**src/rtl/core/sobel_edge_magnitude_rgb_core_macros.svh**
```systemverilog
// assertion macros shared by the sobel edge core
`ifndef SOBEL_EDGE_MAGNITUDE_RGB_CORE_MACROS_SVH
`define SOBEL_EDGE_MAGNITUDE_RGB_CORE_MACROS_SVH

// same-cycle implication, sampled on clk, off while rst_n is low
`define SEMRGB_ASSERT_NOW(lbl, ante, cons, msg) \
    lbl: assert property (@(posedge clk) disable iff (!rst_n) (ante) |-> (cons)) \
        else $error(msg);

// next-cycle implication, sampled on clk, off while rst_n is low
`define SEMRGB_ASSERT_NEXT(lbl, ante, cons, msg) \
    lbl: assert property (@(posedge clk) disable iff (!rst_n) (ante) |=> (cons)) \
        else $error(msg);

`endif

```
**src/rtl/core/semrgb_pkg.sv**
```systemverilog
// types, constants and register codes for the sobel edge magnitude core
`timescale 1ns / 1ps

package semrgb_pkg;

    localparam int MAX_WIDTH_DEF  = 1024;
    localparam int MAX_HEIGHT_DEF = 4096;

    localparam int PIX_W        = 8;
    localparam int NUM_LANES    = 3;
    localparam int RGB_W        = PIX_W * NUM_LANES;
    localparam int CFG_WIDTH_W  = 11;
    localparam int CFG_HEIGHT_W = 13;
    localparam int APB_ADDR_W   = 3;
    localparam int APB_DATA_W   = 32;
    localparam int REG_IDX_BIT  = 2;

    // gradient magnitude per axis, square sum and root
    localparam int GRAD_W = 10;
    localparam int SQ_W   = 2 * GRAD_W;
    localparam int SUM_W  = SQ_W + 1;
    localparam int ROOT_W = 8;
    localparam int BIT_W  = 3;

    localparam logic [SUM_W-1:0]  SAT_LIMIT = SUM_W'(65281);
    localparam logic [ROOT_W-1:0] SAT_VALUE = ROOT_W'(255);

    localparam logic [CFG_WIDTH_W-1:0]  FRAME_WIDTH_RST  = CFG_WIDTH_W'(640);
    localparam logic [CFG_HEIGHT_W-1:0] FRAME_HEIGHT_RST = CFG_HEIGHT_W'(480);

    // register indexes on the config port
    localparam logic REG_FRAME_WIDTH  = 1'b0;
    localparam logic REG_FRAME_HEIGHT = 1'b1;

    typedef enum logic [1:0] {
        ST_IDLE,
        ST_SHIFT,
        ST_GRAD,
        ST_WAIT
    } ctl_state_t;

    typedef enum logic [2:0] {
        LN_IDLE,
        LN_SQUARE,
        LN_ROOT,
        LN_ROUND,
        LN_DONE
    } lane_state_t;

    typedef struct packed {
        logic top;
        logic bottom;
        logic left;
        logic right;
    } border_t;

    typedef struct packed {
        logic start;
        logic take;
    } lane_ctrl_t;

    // one channel of the 3x3 window, [row][column]
    typedef logic [2:0][2:0][PIX_W-1:0] chan_win_t;

endpackage

```
**src/rtl/core/semrgb_merge.sv**
```systemverilog
// output stage: gathers the three lane results into one result item
`timescale 1ns / 1ps

module semrgb_merge
    import semrgb_pkg::*;
(
    input  logic                             clk,
    input  logic                             rst_n,
    input  logic                             load,
    input  logic [NUM_LANES-1:0][PIX_W-1:0]  lane_result,
    input  logic                             last,
    input  logic                             out_ready,
    output logic                             out_valid,
    output logic [PIX_W-1:0]                 edge_red,
    output logic [PIX_W-1:0]                 edge_green,
    output logic [PIX_W-1:0]                 edge_blue,
    output logic                             frame_end,
    output logic                             free
);

    logic                            out_valid_reg;
    logic [NUM_LANES-1:0][PIX_W-1:0] result_reg;
    logic                            frame_end_reg;

    always_ff @(posedge clk or negedge rst_n)
    begin
        if (!rst_n)
        begin
            out_valid_reg <= 1'b0;
        end
        else if (load)
        begin
            out_valid_reg <= 1'b1;
        end
        else if (out_ready)
        begin
            out_valid_reg <= 1'b0;
        end
    end

    always_ff @(posedge clk)
    begin
        if (load)
        begin
            result_reg    <= lane_result;
            frame_end_reg <= last;
        end
    end

    // the slot frees up in the same cycle that the waiting item is taken
    assign free       = !out_valid_reg || out_ready;
    assign out_valid  = out_valid_reg;
    assign edge_red   = result_reg[0];
    assign edge_green = result_reg[1];
    assign edge_blue  = result_reg[2];
    assign frame_end  = frame_end_reg;

endmodule

```
**config.mk**
```make
export PLATFORM = sky130hd
export DESIGN_NAME = semrgb_merge
export DESIGN_NICKNAME = d
export VERILOG_FILES = /design/src/rtl/core/sobel_edge_magnitude_rgb_core_macros.svh /design/src/rtl/core/semrgb_pkg.sv /design/src/rtl/core/semrgb_merge.sv
export SDC_FILE = /design/constraint.sdc
export NUM_CORES = 1
export LEC_CHECK = 0
export ABC_AREA = 1
export ABC_CLOCK_PERIOD_IN_PS = 1500
export BUFFER_PORTS_ARGS = -buffer_cell sky130_fd_sc_hd__buf_2
export CELL_PAD_IN_SITES_DETAIL_PLACEMENT = 1
export CELL_PAD_IN_SITES_GLOBAL_PLACEMENT = 2
export CORE_MARGIN = 8
export CORE_UTILIZATION = 28
export CTS_BUF_LIST = sky130_fd_sc_hd__clkbuf_8
export DETAILED_ROUTE_END_ITERATION = 6
export PLACE_DENSITY_LB_ADDON = 0.1
export SKIP_CTS_REPAIR_TIMING = 1
export SYNTH_ARGS = -nofsm -noshare
export SYNTH_HDL_FRONTEND = slang
export SYNTH_SLANG_ARGS = --single-unit
```
**constraint.sdc**
```tcl
create_clock -name clk -period 1.5 [get_ports clk]
set_input_delay 0.3 -clock clk [delete_from_list [all_inputs] [get_ports clk]]
set_output_delay 0.3 -clock clk [all_outputs]
set_load 0.02 [all_outputs]
```
==> qor.yml <==
fin_crit_sh_pct: 79.15
combPwrFrac_pct: 12.9
crit_path_cell_trace: "nand2_2 -> buf_2"
cp_max_fo: 2
drc_errors: 0
gr-total-overflow: 0
dp.cells: 116
grt_usage_pct: 7.230
power_density_nw_per_um2: 1227
syn_avg_cell_area_um2: 26.53
regArea_um2: 775.7
total_power_mw: 1.429
cts_tree: "built"
r2r-start: "out_valid"
slew_headroom_pct: 63.09
cts_made_buffers: 3
grt_pass1_vias: 605
r2r-end: "out_valid"
nets: 120
chipHeight_um: 69.31
start_util_pct: 29.11
seq_power_share_pct: 60.9
netlist_area_um2: 795.8
via_per_inst: 4.066
cp.depth: 2
grt_max_degree: 27
ios: 56
fillers: 309
routabilityCongestion: 0.6389
port_buffers: 55
worst-path-buf-inv: 1
die_x_um: 69.31
ys_seq_area_share_pct: 97.48
fmax_mhz: 842.3
firstDrtPassIters: 2
async_flop_share_pct: 3.846
ir_drop_uv: 642.2
synth.most_common_cell: "edfxtp_1"
switching_share_pct: 22.62
setup_viol: 0
cp_top_family: "flip-flops"
crit_slowest_cell: "dfrtp_1"
row_count: 19
yosys.area.top_type_share_pct: 94.34
synth_seq_cells: 26
synth_enable_flop_cells: 25
wl_um: 1786
setup-tns-final_ns: 0
pwr-share-clk_pct: 26.1
leakage_nw: 0.5184
critPathKind: "flop to primary output"
slowest_delay_ns: 0.39
grt_setup_unrepaired: "no"
crit_end: "free"
multi_input_area_um2: 12.51
antenna_found_initial: 0
die_area_um2: 4804
r2r_cells: 2
wl_per_cell_um: 14.76
start_kind: "flop"
p_switching_mw: 0.3232
p_int_mw: 1.106
path_clk_slew_ns: 0.08
yosys-top-cells-area: "edfxtp_1 94%, dfrtp_1 3.1%, nand2_2 1.6%"
cts.root.buffer_cell: "clkbuf_8"
drtAntennaViolNets: 0
diodes: 0
fin_crit_ns: 1.187
hp-class: "primary input to flop"
fin_worst_skew_ns: 0
worstSetupStartpoint: "out_valid"
worstPathArrival_ns: 0.89
drive_gt1_share_pct: 66.67
cp-end-kind: "primary output"
ys_top_cells_by_count: "25 x edfxtp_1, 2 x inv_1, 2 x nand2_2"
first_iter_violations: 1
syn_to_final_growth_pct: 46.38
synthesis.nets: 59
stdcell_count: 121
status: "finished clean"
cts_num_sinks: 26
vias: 492
crit_required_ns: 1.20
core-area_um2: 2734
yosysTopAreaCell: "edfxtp_1"
worst_pin_slew_ns: 0.5536
clock_latency_ns: 0.25
cap_violations: 0
rrSetupSlack_ns: 0.89
drv_slew: 0
cts_buffer_depth: 2
ys_types: 4
htreeDepth: 1
synth_ff_type: "edfxtp_1"
yosys_warnings: 0
hold_violations: 0
grt_pass1_wl_um: 2891
postSynthCellCount: 30
per-stage QoR:
stage / util [%] / hold WS, ns / cell area, um^2 / setup WS (ns)
after CTS: 42.24 / -0.2070 / 1155 / 0.2995
after global routing: 42.61 / 0.1976 / 1165 / 0.2747
after global placement: 40.60 / 0.07556 / 1110 / 0.3622
after floorplan: - / 0.004409 / 795.8 / 0.5951
after detailed placement: 40.60 / 0.07687 / 1110 / 0.3477
final: 42.61 / 0.2119 / 1165 / 0.3127
power groups by stage:
stage	Clock (mW)	Sequential [mW]	Combinational, mW
floorplan	0	0.965	0.00666
global route	0.414	0.877	0.199
detailed placement	0	0.889	0.189
finish	0.374	0.870	0.185
global placement	0	0.886	0.187
CTS	0.391	0.872	0.189
worst min path at each step:
stage                              start           to  slack, ns  cells past startpoint
after floorplan                    rst_n    out_valid      0.004                      0
after global placement             rst_n    out_valid       0.08                      1
after detailed placement           rst_n    out_valid       0.08                      1
after CTS                          rst_n    out_valid      -0.21                      1
after global routing      lane_result[4]  edge_red[4]       0.20                      1
final                     lane_result[4]  edge_red[4]       0.21                      1
cell usage in the layout (no fill, tap or decap), drive strengths merged:
| master | instances |
|---|---|
| inv | 3 |
| clkbuf | 3 |
| dlygate4sd3 | 1 |
| nand2 | 2 |
| dfrtp | 1 |
| buf | 55 |
| edfxtp | 25 |
worst reg2reg max path, cell delays in order, from the launching register on:
cell	delay, ns
dfrtp_1	0.39
nand2_2	0.08
nand2_2	0.04
cells by family after synthesis:
kind of cell | count (synthesis) | share of synthesized area, %
buffers and inverters | 2 | 0.9437
DFF | 26 | 97.48
and+or+nand+nor | 2 | 1.572
cell type report:
type / count / share of cell area, %
Tap cell: 31 / 3.330
Timing Repair Buffer: 56 / 24.49
Clock inverter: 1 / 0.3222
Sequential cell: 26 / 66.59
Clock buffer: 3 / 3.545
Multi-Input combinational cell: 2 / 1.074
Inverter: 2 / 0.6445
per-layer routing:
layer | vias up | wire (um) | global-route usage [%]
met3 | 2 | 212 | 4.292
met2 | 31 | 901 | 11.99
met5 | - | 0 | 0
met4 | 0 | 6 | 2.050
li1 | 232 | - | -
met1 | 227 | 665 | 7.519
Power figures use the tool's default switching activity.
