`src/rtl/core/sobel_edge_magnitude_rgb_core_macros.svh`:
```
// assertion macros shared by the sobel edge core
`ifndef SOBEL_EDGE_MAGNITUDE_RGB_CORE_MACROS_SVH
`define SOBEL_EDGE_MAGNITUDE_RGB_CORE_MACROS_SVH

// same-cycle implication, sampled on clk, off while rst_n is low
`define SEMRGB_ASSERT_NOW(lbl, ante, cons, msg) \
    lbl: assert property (@(posedge clk) disable iff (!rst_n) (ante) |-> (cons)) \
        else $error(msg);

// next-cycle implication, sampled on clk, off while rst_n is low
`define SEMRGB_ASSERT_NEXT(lbl, ante, cons, msg) \
    lbl: assert property (@(posedge clk) disable iff (!rst_n) (ante) |=> (cons)) \
        else $error(msg);

`endif

```
`src/rtl/core/semrgb_pkg.sv`:
```
// types, constants and register codes for the sobel edge magnitude core
`timescale 1ns / 1ps

package semrgb_pkg;

    localparam int MAX_WIDTH_DEF  = 1024;
    localparam int MAX_HEIGHT_DEF = 4096;

    localparam int PIX_W        = 8;
    localparam int NUM_LANES    = 3;
    localparam int RGB_W        = PIX_W * NUM_LANES;
    localparam int CFG_WIDTH_W  = 11;
    localparam int CFG_HEIGHT_W = 13;
    localparam int APB_ADDR_W   = 3;
    localparam int APB_DATA_W   = 32;
    localparam int REG_IDX_BIT  = 2;

    // gradient magnitude per axis, square sum and root
    localparam int GRAD_W = 10;
    localparam int SQ_W   = 2 * GRAD_W;
    localparam int SUM_W  = SQ_W + 1;
    localparam int ROOT_W = 8;
    localparam int BIT_W  = 3;

    localparam logic [SUM_W-1:0]  SAT_LIMIT = SUM_W'(65281);
    localparam logic [ROOT_W-1:0] SAT_VALUE = ROOT_W'(255);

    localparam logic [CFG_WIDTH_W-1:0]  FRAME_WIDTH_RST  = CFG_WIDTH_W'(640);
    localparam logic [CFG_HEIGHT_W-1:0] FRAME_HEIGHT_RST = CFG_HEIGHT_W'(480);

    // register indexes on the config port
    localparam logic REG_FRAME_WIDTH  = 1'b0;
    localparam logic REG_FRAME_HEIGHT = 1'b1;

    typedef enum logic [1:0] {
        ST_IDLE,
        ST_SHIFT,
        ST_GRAD,
        ST_WAIT
    } ctl_state_t;

    typedef enum logic [2:0] {
        LN_IDLE,
        LN_SQUARE,
        LN_ROOT,
        LN_ROUND,
        LN_DONE
    } lane_state_t;

    typedef struct packed {
        logic top;
        logic bottom;
        logic left;
        logic right;
    } border_t;

    typedef struct packed {
        logic start;
        logic take;
    } lane_ctrl_t;

    // one channel of the 3x3 window, [row][column]
    typedef logic [2:0][2:0][PIX_W-1:0] chan_win_t;

endpackage

```
`src/rtl/core/semrgb_lane.sv`:
```
// one color channel: sobel gradients, square sum and rounded square root
`timescale 1ns / 1ps

module semrgb_lane
    import semrgb_pkg::*;
(
    input  logic              clk,
    input  logic              rst_n,
    input  lane_ctrl_t        ctrl,
    input  border_t           border,
    input  chan_win_t         win,
    output logic              done,
    output logic [ROOT_W-1:0] result
);

    lane_state_t state_reg, state_next;

    logic [GRAD_W-1:0] gx_reg, gy_reg;
    logic [SUM_W-1:0]  sum_reg;
    logic              sat_reg;
    logic [ROOT_W-1:0] root_reg;
    logic [2*ROOT_W-1:0] rsq_reg;
    logic [BIT_W-1:0]  bit_reg;
    logic [ROOT_W-1:0] result_reg;

    chan_win_t         masked;
    logic [GRAD_W-1:0] pos_x, neg_x, pos_y, neg_y, gx_next, gy_next;
    logic [SQ_W-1:0]   sq_x, sq_y;
    logic [SUM_W-1:0]  sum_next;
    logic [ROOT_W-1:0] trial;
    logic [2*ROOT_W-1:0] trial_sq;
    logic [2*ROOT_W:0] round_lim;

    // neighbors outside the frame read as zero
    always_comb
    begin
        for (int r = 0; r < 3; r++)
        begin
            for (int c = 0; c < 3; c++)
            begin
                if ((r == 0 && border.top) || (r == 2 && border.bottom) ||
                    (c == 0 && border.left) || (c == 2 && border.right))
                begin
                    masked[r][c] = '0;
                end
                else
                begin
                    masked[r][c] = win[r][c];
                end
            end
        end
    end

    assign pos_x = GRAD_W'(masked[0][2]) + GRAD_W'({masked[1][2], 1'b0}) + GRAD_W'(masked[2][2]);
    assign neg_x = GRAD_W'(masked[0][0]) + GRAD_W'({masked[1][0], 1'b0}) + GRAD_W'(masked[2][0]);
    assign pos_y = GRAD_W'(masked[2][0]) + GRAD_W'({masked[2][1], 1'b0}) + GRAD_W'(masked[2][2]);
    assign neg_y = GRAD_W'(masked[0][0]) + GRAD_W'({masked[0][1], 1'b0}) + GRAD_W'(masked[0][2]);

    // only the magnitude of each gradient matters for the square
    assign gx_next = (pos_x >= neg_x) ? (pos_x - neg_x) : (neg_x - pos_x);
    assign gy_next = (pos_y >= neg_y) ? (pos_y - neg_y) : (neg_y - pos_y);

    assign sq_x     = {{GRAD_W{1'b0}}, gx_reg} * {{GRAD_W{1'b0}}, gx_reg};
    assign sq_y     = {{GRAD_W{1'b0}}, gy_reg} * {{GRAD_W{1'b0}}, gy_reg};
    assign sum_next = {1'b0, sq_x} + {1'b0, sq_y};

    assign trial     = root_reg | (ROOT_W'(1) << bit_reg);
    assign trial_sq  = {{ROOT_W{1'b0}}, trial} * {{ROOT_W{1'b0}}, trial};
    assign round_lim = {1'b0, rsq_reg} + (2*ROOT_W+1)'(root_reg);

    always_ff @(posedge clk or negedge rst_n)
    begin
        if (!rst_n)
        begin
            state_reg <= LN_IDLE;
        end
        else
        begin
            state_reg <= state_next;
        end
    end

    always_comb
    begin
        state_next = state_reg;
        case (state_reg)
            LN_IDLE:
            begin
                if (ctrl.start)
                begin
                    state_next = LN_SQUARE;
                end
            end
            LN_SQUARE:
            begin
                state_next = LN_ROOT;
            end
            LN_ROOT:
            begin
                if (bit_reg == '0)
                begin
                    state_next = LN_ROUND;
                end
            end
            LN_ROUND:
            begin
                state_next = LN_DONE;
            end
            LN_DONE:
            begin
                if (ctrl.take)
                begin
                    state_next = LN_IDLE;
                end
            end
            default:
            begin
                state_next = LN_IDLE;
            end
        endcase
    end

    always_ff @(posedge clk)
    begin
        case (state_reg)
            LN_IDLE:
            begin
                gx_reg <= gx_next;
                gy_reg <= gy_next;
            end
            LN_SQUARE:
            begin
                sum_reg  <= sum_next;
                sat_reg  <= (sum_next >= SAT_LIMIT);
                root_reg <= '0;
                rsq_reg  <= '0;
                bit_reg  <= BIT_W'(ROOT_W - 1);
            end
            LN_ROOT:
            begin
                // one result bit per cycle, most significant first
                if (SUM_W'(trial_sq) <= sum_reg)
                begin
                    root_reg <= trial;
                    rsq_reg  <= trial_sq;
                end
                bit_reg <= bit_reg - BIT_W'(1);
            end
            LN_ROUND:
            begin
                if (sat_reg)
                begin
                    result_reg <= SAT_VALUE;
                end
                else if (sum_reg > SUM_W'(round_lim))
                begin
                    result_reg <= root_reg + ROOT_W'(1);
                end
                else
                begin
                    result_reg <= root_reg;
                end
            end
            default:
            begin
            end
        endcase
    end

    assign done   = (state_reg == LN_DONE);
    assign result = result_reg;

endmodule

```
`config.mk`:
```
export PLATFORM = sky130hd
export DESIGN_NAME = semrgb_lane
export DESIGN_NICKNAME = d
export VERILOG_FILES = /design/src/rtl/core/sobel_edge_magnitude_rgb_core_macros.svh /design/src/rtl/core/semrgb_pkg.sv /design/src/rtl/core/semrgb_lane.sv
export SDC_FILE = /design/constraint.sdc
export NUM_CORES = 1
export LEC_CHECK = 0
export BUFFER_PORTS_ARGS = -buffer_cell sky130_fd_sc_hd__buf_2
export CORE_MARGIN = 4
export CORE_UTILIZATION = 64
export CTS_CLUSTER_DIAMETER = 50
export CTS_CLUSTER_SIZE = 16
export DETAILED_ROUTE_END_ITERATION = 12
export PLACE_DENSITY = 0.87
export SYNTH_ARGS = -nofsm -noshare
export SYNTH_HDL_FRONTEND = slang
export SYNTH_SLANG_ARGS = --single-unit
```
`constraint.sdc`:
```
create_clock -name clk -period 9.89 [get_ports clk]
set_clock_uncertainty 0.1 [all_clocks]
set_input_delay 0 -clock clk [delete_from_list [all_inputs] [get_ports clk]]
set_output_delay 0 -clock clk [all_outputs]
set_load 0.02 [all_outputs]
```
==> flow_summary.yaml <==
grt:
  grt_pass1_vias: 12128
  antenna_found_initial: 0
  grt_pass1_wl_um: 56500
  grt-ovfl-total: 0
  grt_max_degree: 23
  track_usage_pct: 26.4
synth:
  yosysUniqueCellTypes: 63
  netlist_instances: 1637
  synth_area_um2: 15100
  yosys_warnings: 0
  ys_async_sr_fraction_pct: 3.85
  synth_area_per_cell_um2: 9.24
  ys.flop_type: "edfxtp_1"
  synth-edff-count: 75
  yosysSeqAreaShare_pct: 15.4
  ys_ff_latch: 78
  syn-num-nets: 2141
die:
  die_h_um: 162
  fp-row-count: 55
  die_area_um2: 26200
  start_util_pct: 66.0
  io_pins: 89
  die_w_um: 162
  core_area_um2: 22900
cts:
  cts_tree: "yes"
  clockBufferDepth: 2
  cts_inserted_buffers: 9
  postCtsSetupRepairBufs: 0
  h-tree-depth: 3
  cts_sinks: 78
  clk_pin_slew_ps: 70
  cts_root_buf: "clkbuf_16"
  cts-resized-gates: 0
  clock_latency_ps: 350
cells_and_area:
  syn2layout_area_growth_pct: 6.64
  final_nets: 2202
  instances_no_fill: 2016
  nFillCells: 1659
  seqCellArea_um2: 2330
  largest_reg_flops: 21
  drive_gt1_share_pct: 6.69
  antenna_cells: 0
  multiInputGateArea_um2: 11400
place:
  gp_congestion: 0.926
  place_hpwl_um: 27700
  port_buffers: 80
  place_inst: 1996
critical_path:
  worst-setup-path-type: "flip-flop to flip-flop"
  end_kind: "flip-flop"
  cpMostUsedCell: "ha_1"
  reg2reg_slack_ps: 1810
  crit_required_ps: 9750
  cp_slowest_cell: "o21ai_2"
  cp_slowest_stage_delay_ps: 840
  critPathLaunchType: "flip-flop"
  regToRegEndpoint: "rsq_reg[11]"
  crit_path_end: "rsq_reg[11]"
  path_depth: 25
  reg2reg_depth: 25
  cp-startpoint: "bit_reg[0]"
  worstPathArrival_ps: 7940
  cp_max_fo: 22
  worst-path-buf-inv: 4
  cpLargestDelayFamily: "compound AO/OA/AOI/OAI gates"
  worstReg2RegStart: "bit_reg[0]"
sta:
  fmax_mhz: 124
  setup_tns_ps: 0
  tightest_slew_ps: 1110
  hold_violations: 0
  fin_crit_ps: 8080
  setup_viol: 0
  slew_headroom_pct: 26.0
  slew_violations: 0
  rsz0062_at_grt: "no"
  period_share_pct: 81.7
  whs_ps: 363
run:
  drv_cap: 0
route:
  wirelength_um: 32800
  final_antenna_net_count: 0
  viasPerCell: 5.64
  vias: 11380
  drt_iter0_markers: 869
  route.detailed.drc: 0
  wire_per_inst_um: 16.3
  firstDrtPassIters: 5
hold_path:
  holdCritPathClass: "input pin to flip-flop"
run_status:
  status: "finished clean"
## timing repair
action	in CTS	in global routing
endpoints found under the hold margin	5	0
endpoints found under the setup margin	0	0
hold buffers	4	0
## cell type report
cell class                 count  area share, %
multi-input combinational   1175           70.4
sequential                    78           14.4
inverter                     348           8.10
timing repair buffer          86           2.82
tap                          313           2.43
clock buffer                   9           1.40
clock inverter                 7          0.411
## synthesized netlist by cell type, drive strengths merged, types with 38 or more instances
| library cell | n | share of area, % |
|---|---|---|
| o21ai | 41 | 1.4 |
| edfxtp | 75 | 15 |
| nor2b | 38 | 1.6 |
| a21o | 38 | 1.9 |
| a21oi | 86 | 2.8 |
| nand2 | 104 | 2.6 |
| fa | 191 | 25 |
| xnor2 | 66 | 3.8 |
| ha | 233 | 19 |
| and2 | 64 | 2.6 |
| inv | 348 | 8.6 |
| nor2 | 74 | 1.8 |
## worst register-to-register path, cell delays in order, from the launching register on
cell	delay (ps)
edfxtp_1	450
ha_1	240
a21oi_1	700
inv_1	320
nand2b_1	240
inv_1	70
ha_1	290
ha_1	280
inv_1	50
fa_1	510
fa_1	540
inv_1	40
ha_1	320
o21ai_0	130
a21boi_0	500
o211ai_1	200
a21oi_1	250
nor3_1	120
nor4_1	360
nor2_1	100
ha_1	300
nand4b_1	180
nor4_1	310
nor2_1	60
and3_1	190
o21ai_2	840
## layer usage
metal	vias up	global-route usage (%)	routed length [um]
met4	0	6.65	542
met5	-	0	0
met3	53	3.15	2230
met2	395	44.6	15800
li1	5398	-	-
met1	5534	36.7	14300
## placed cells by master (no fill, tap or decap), types with 21 or more instances in the layout
cell      count
xnor2_1      66
edfxtp_1     75
o21bai_1     23
a21oi_1      86
nand2b_1     32
nor2_1       74
nor2b_1      38
nand2_1     104
o21ai_0      38
fa_1        191
xor2_1       34
ha_1        233
inv_1       348
nor3_1       21
buf_2        80
and2_1       63
a21o_1       38
## metrics by stage
step / util [%] / instance area (um2) / worst slack [ps]
floorplan: - / 15100 / 1980
global route: 70.4 / 16100 / 1240
detailed placement: 68.9 / 15800 / 1930
finish: 70.4 / 16100 / 1810
global placement: 68.9 / 15800 / 2210
CTS: 70.4 / 16100 / 1890
## kinds of logic (layout without fill, tap and decap cells)
kind of cell	after synthesis	after routing	synth area share [%]
AND/OR/NAND/NOR	394	394	13.3
flip-flops	78	78	15.4
adder cells (fa/ha/maj)	424	424	44.6
AO/OA/AOI/OAI	241	241	10.3
buffers and inverters	384	450	9.59
XOR/XNOR	100	100	5.79
multiplexers	16	16	1.07
## worst min path at each step
stage | start | end | slack [ps] | cells after the start
2_1_floorplan | rst_n | state_reg[0] | -400 | 0
3_3_place_gp | rst_n | state_reg[2] | -300 | 1
3_5_place_dp | rst_n | state_reg[2] | -300 | 1
4_1_cts | win[16] | gy_reg[0] | 340 | 5
5_1_grt | win[16] | gy_reg[0] | 380 | 5
6_report | win[16] | gy_reg[0] | 360 | 5
Power is not shown: default switching activity piles up to over one toggle a cycle in this logic, so the estimate is an artifact.
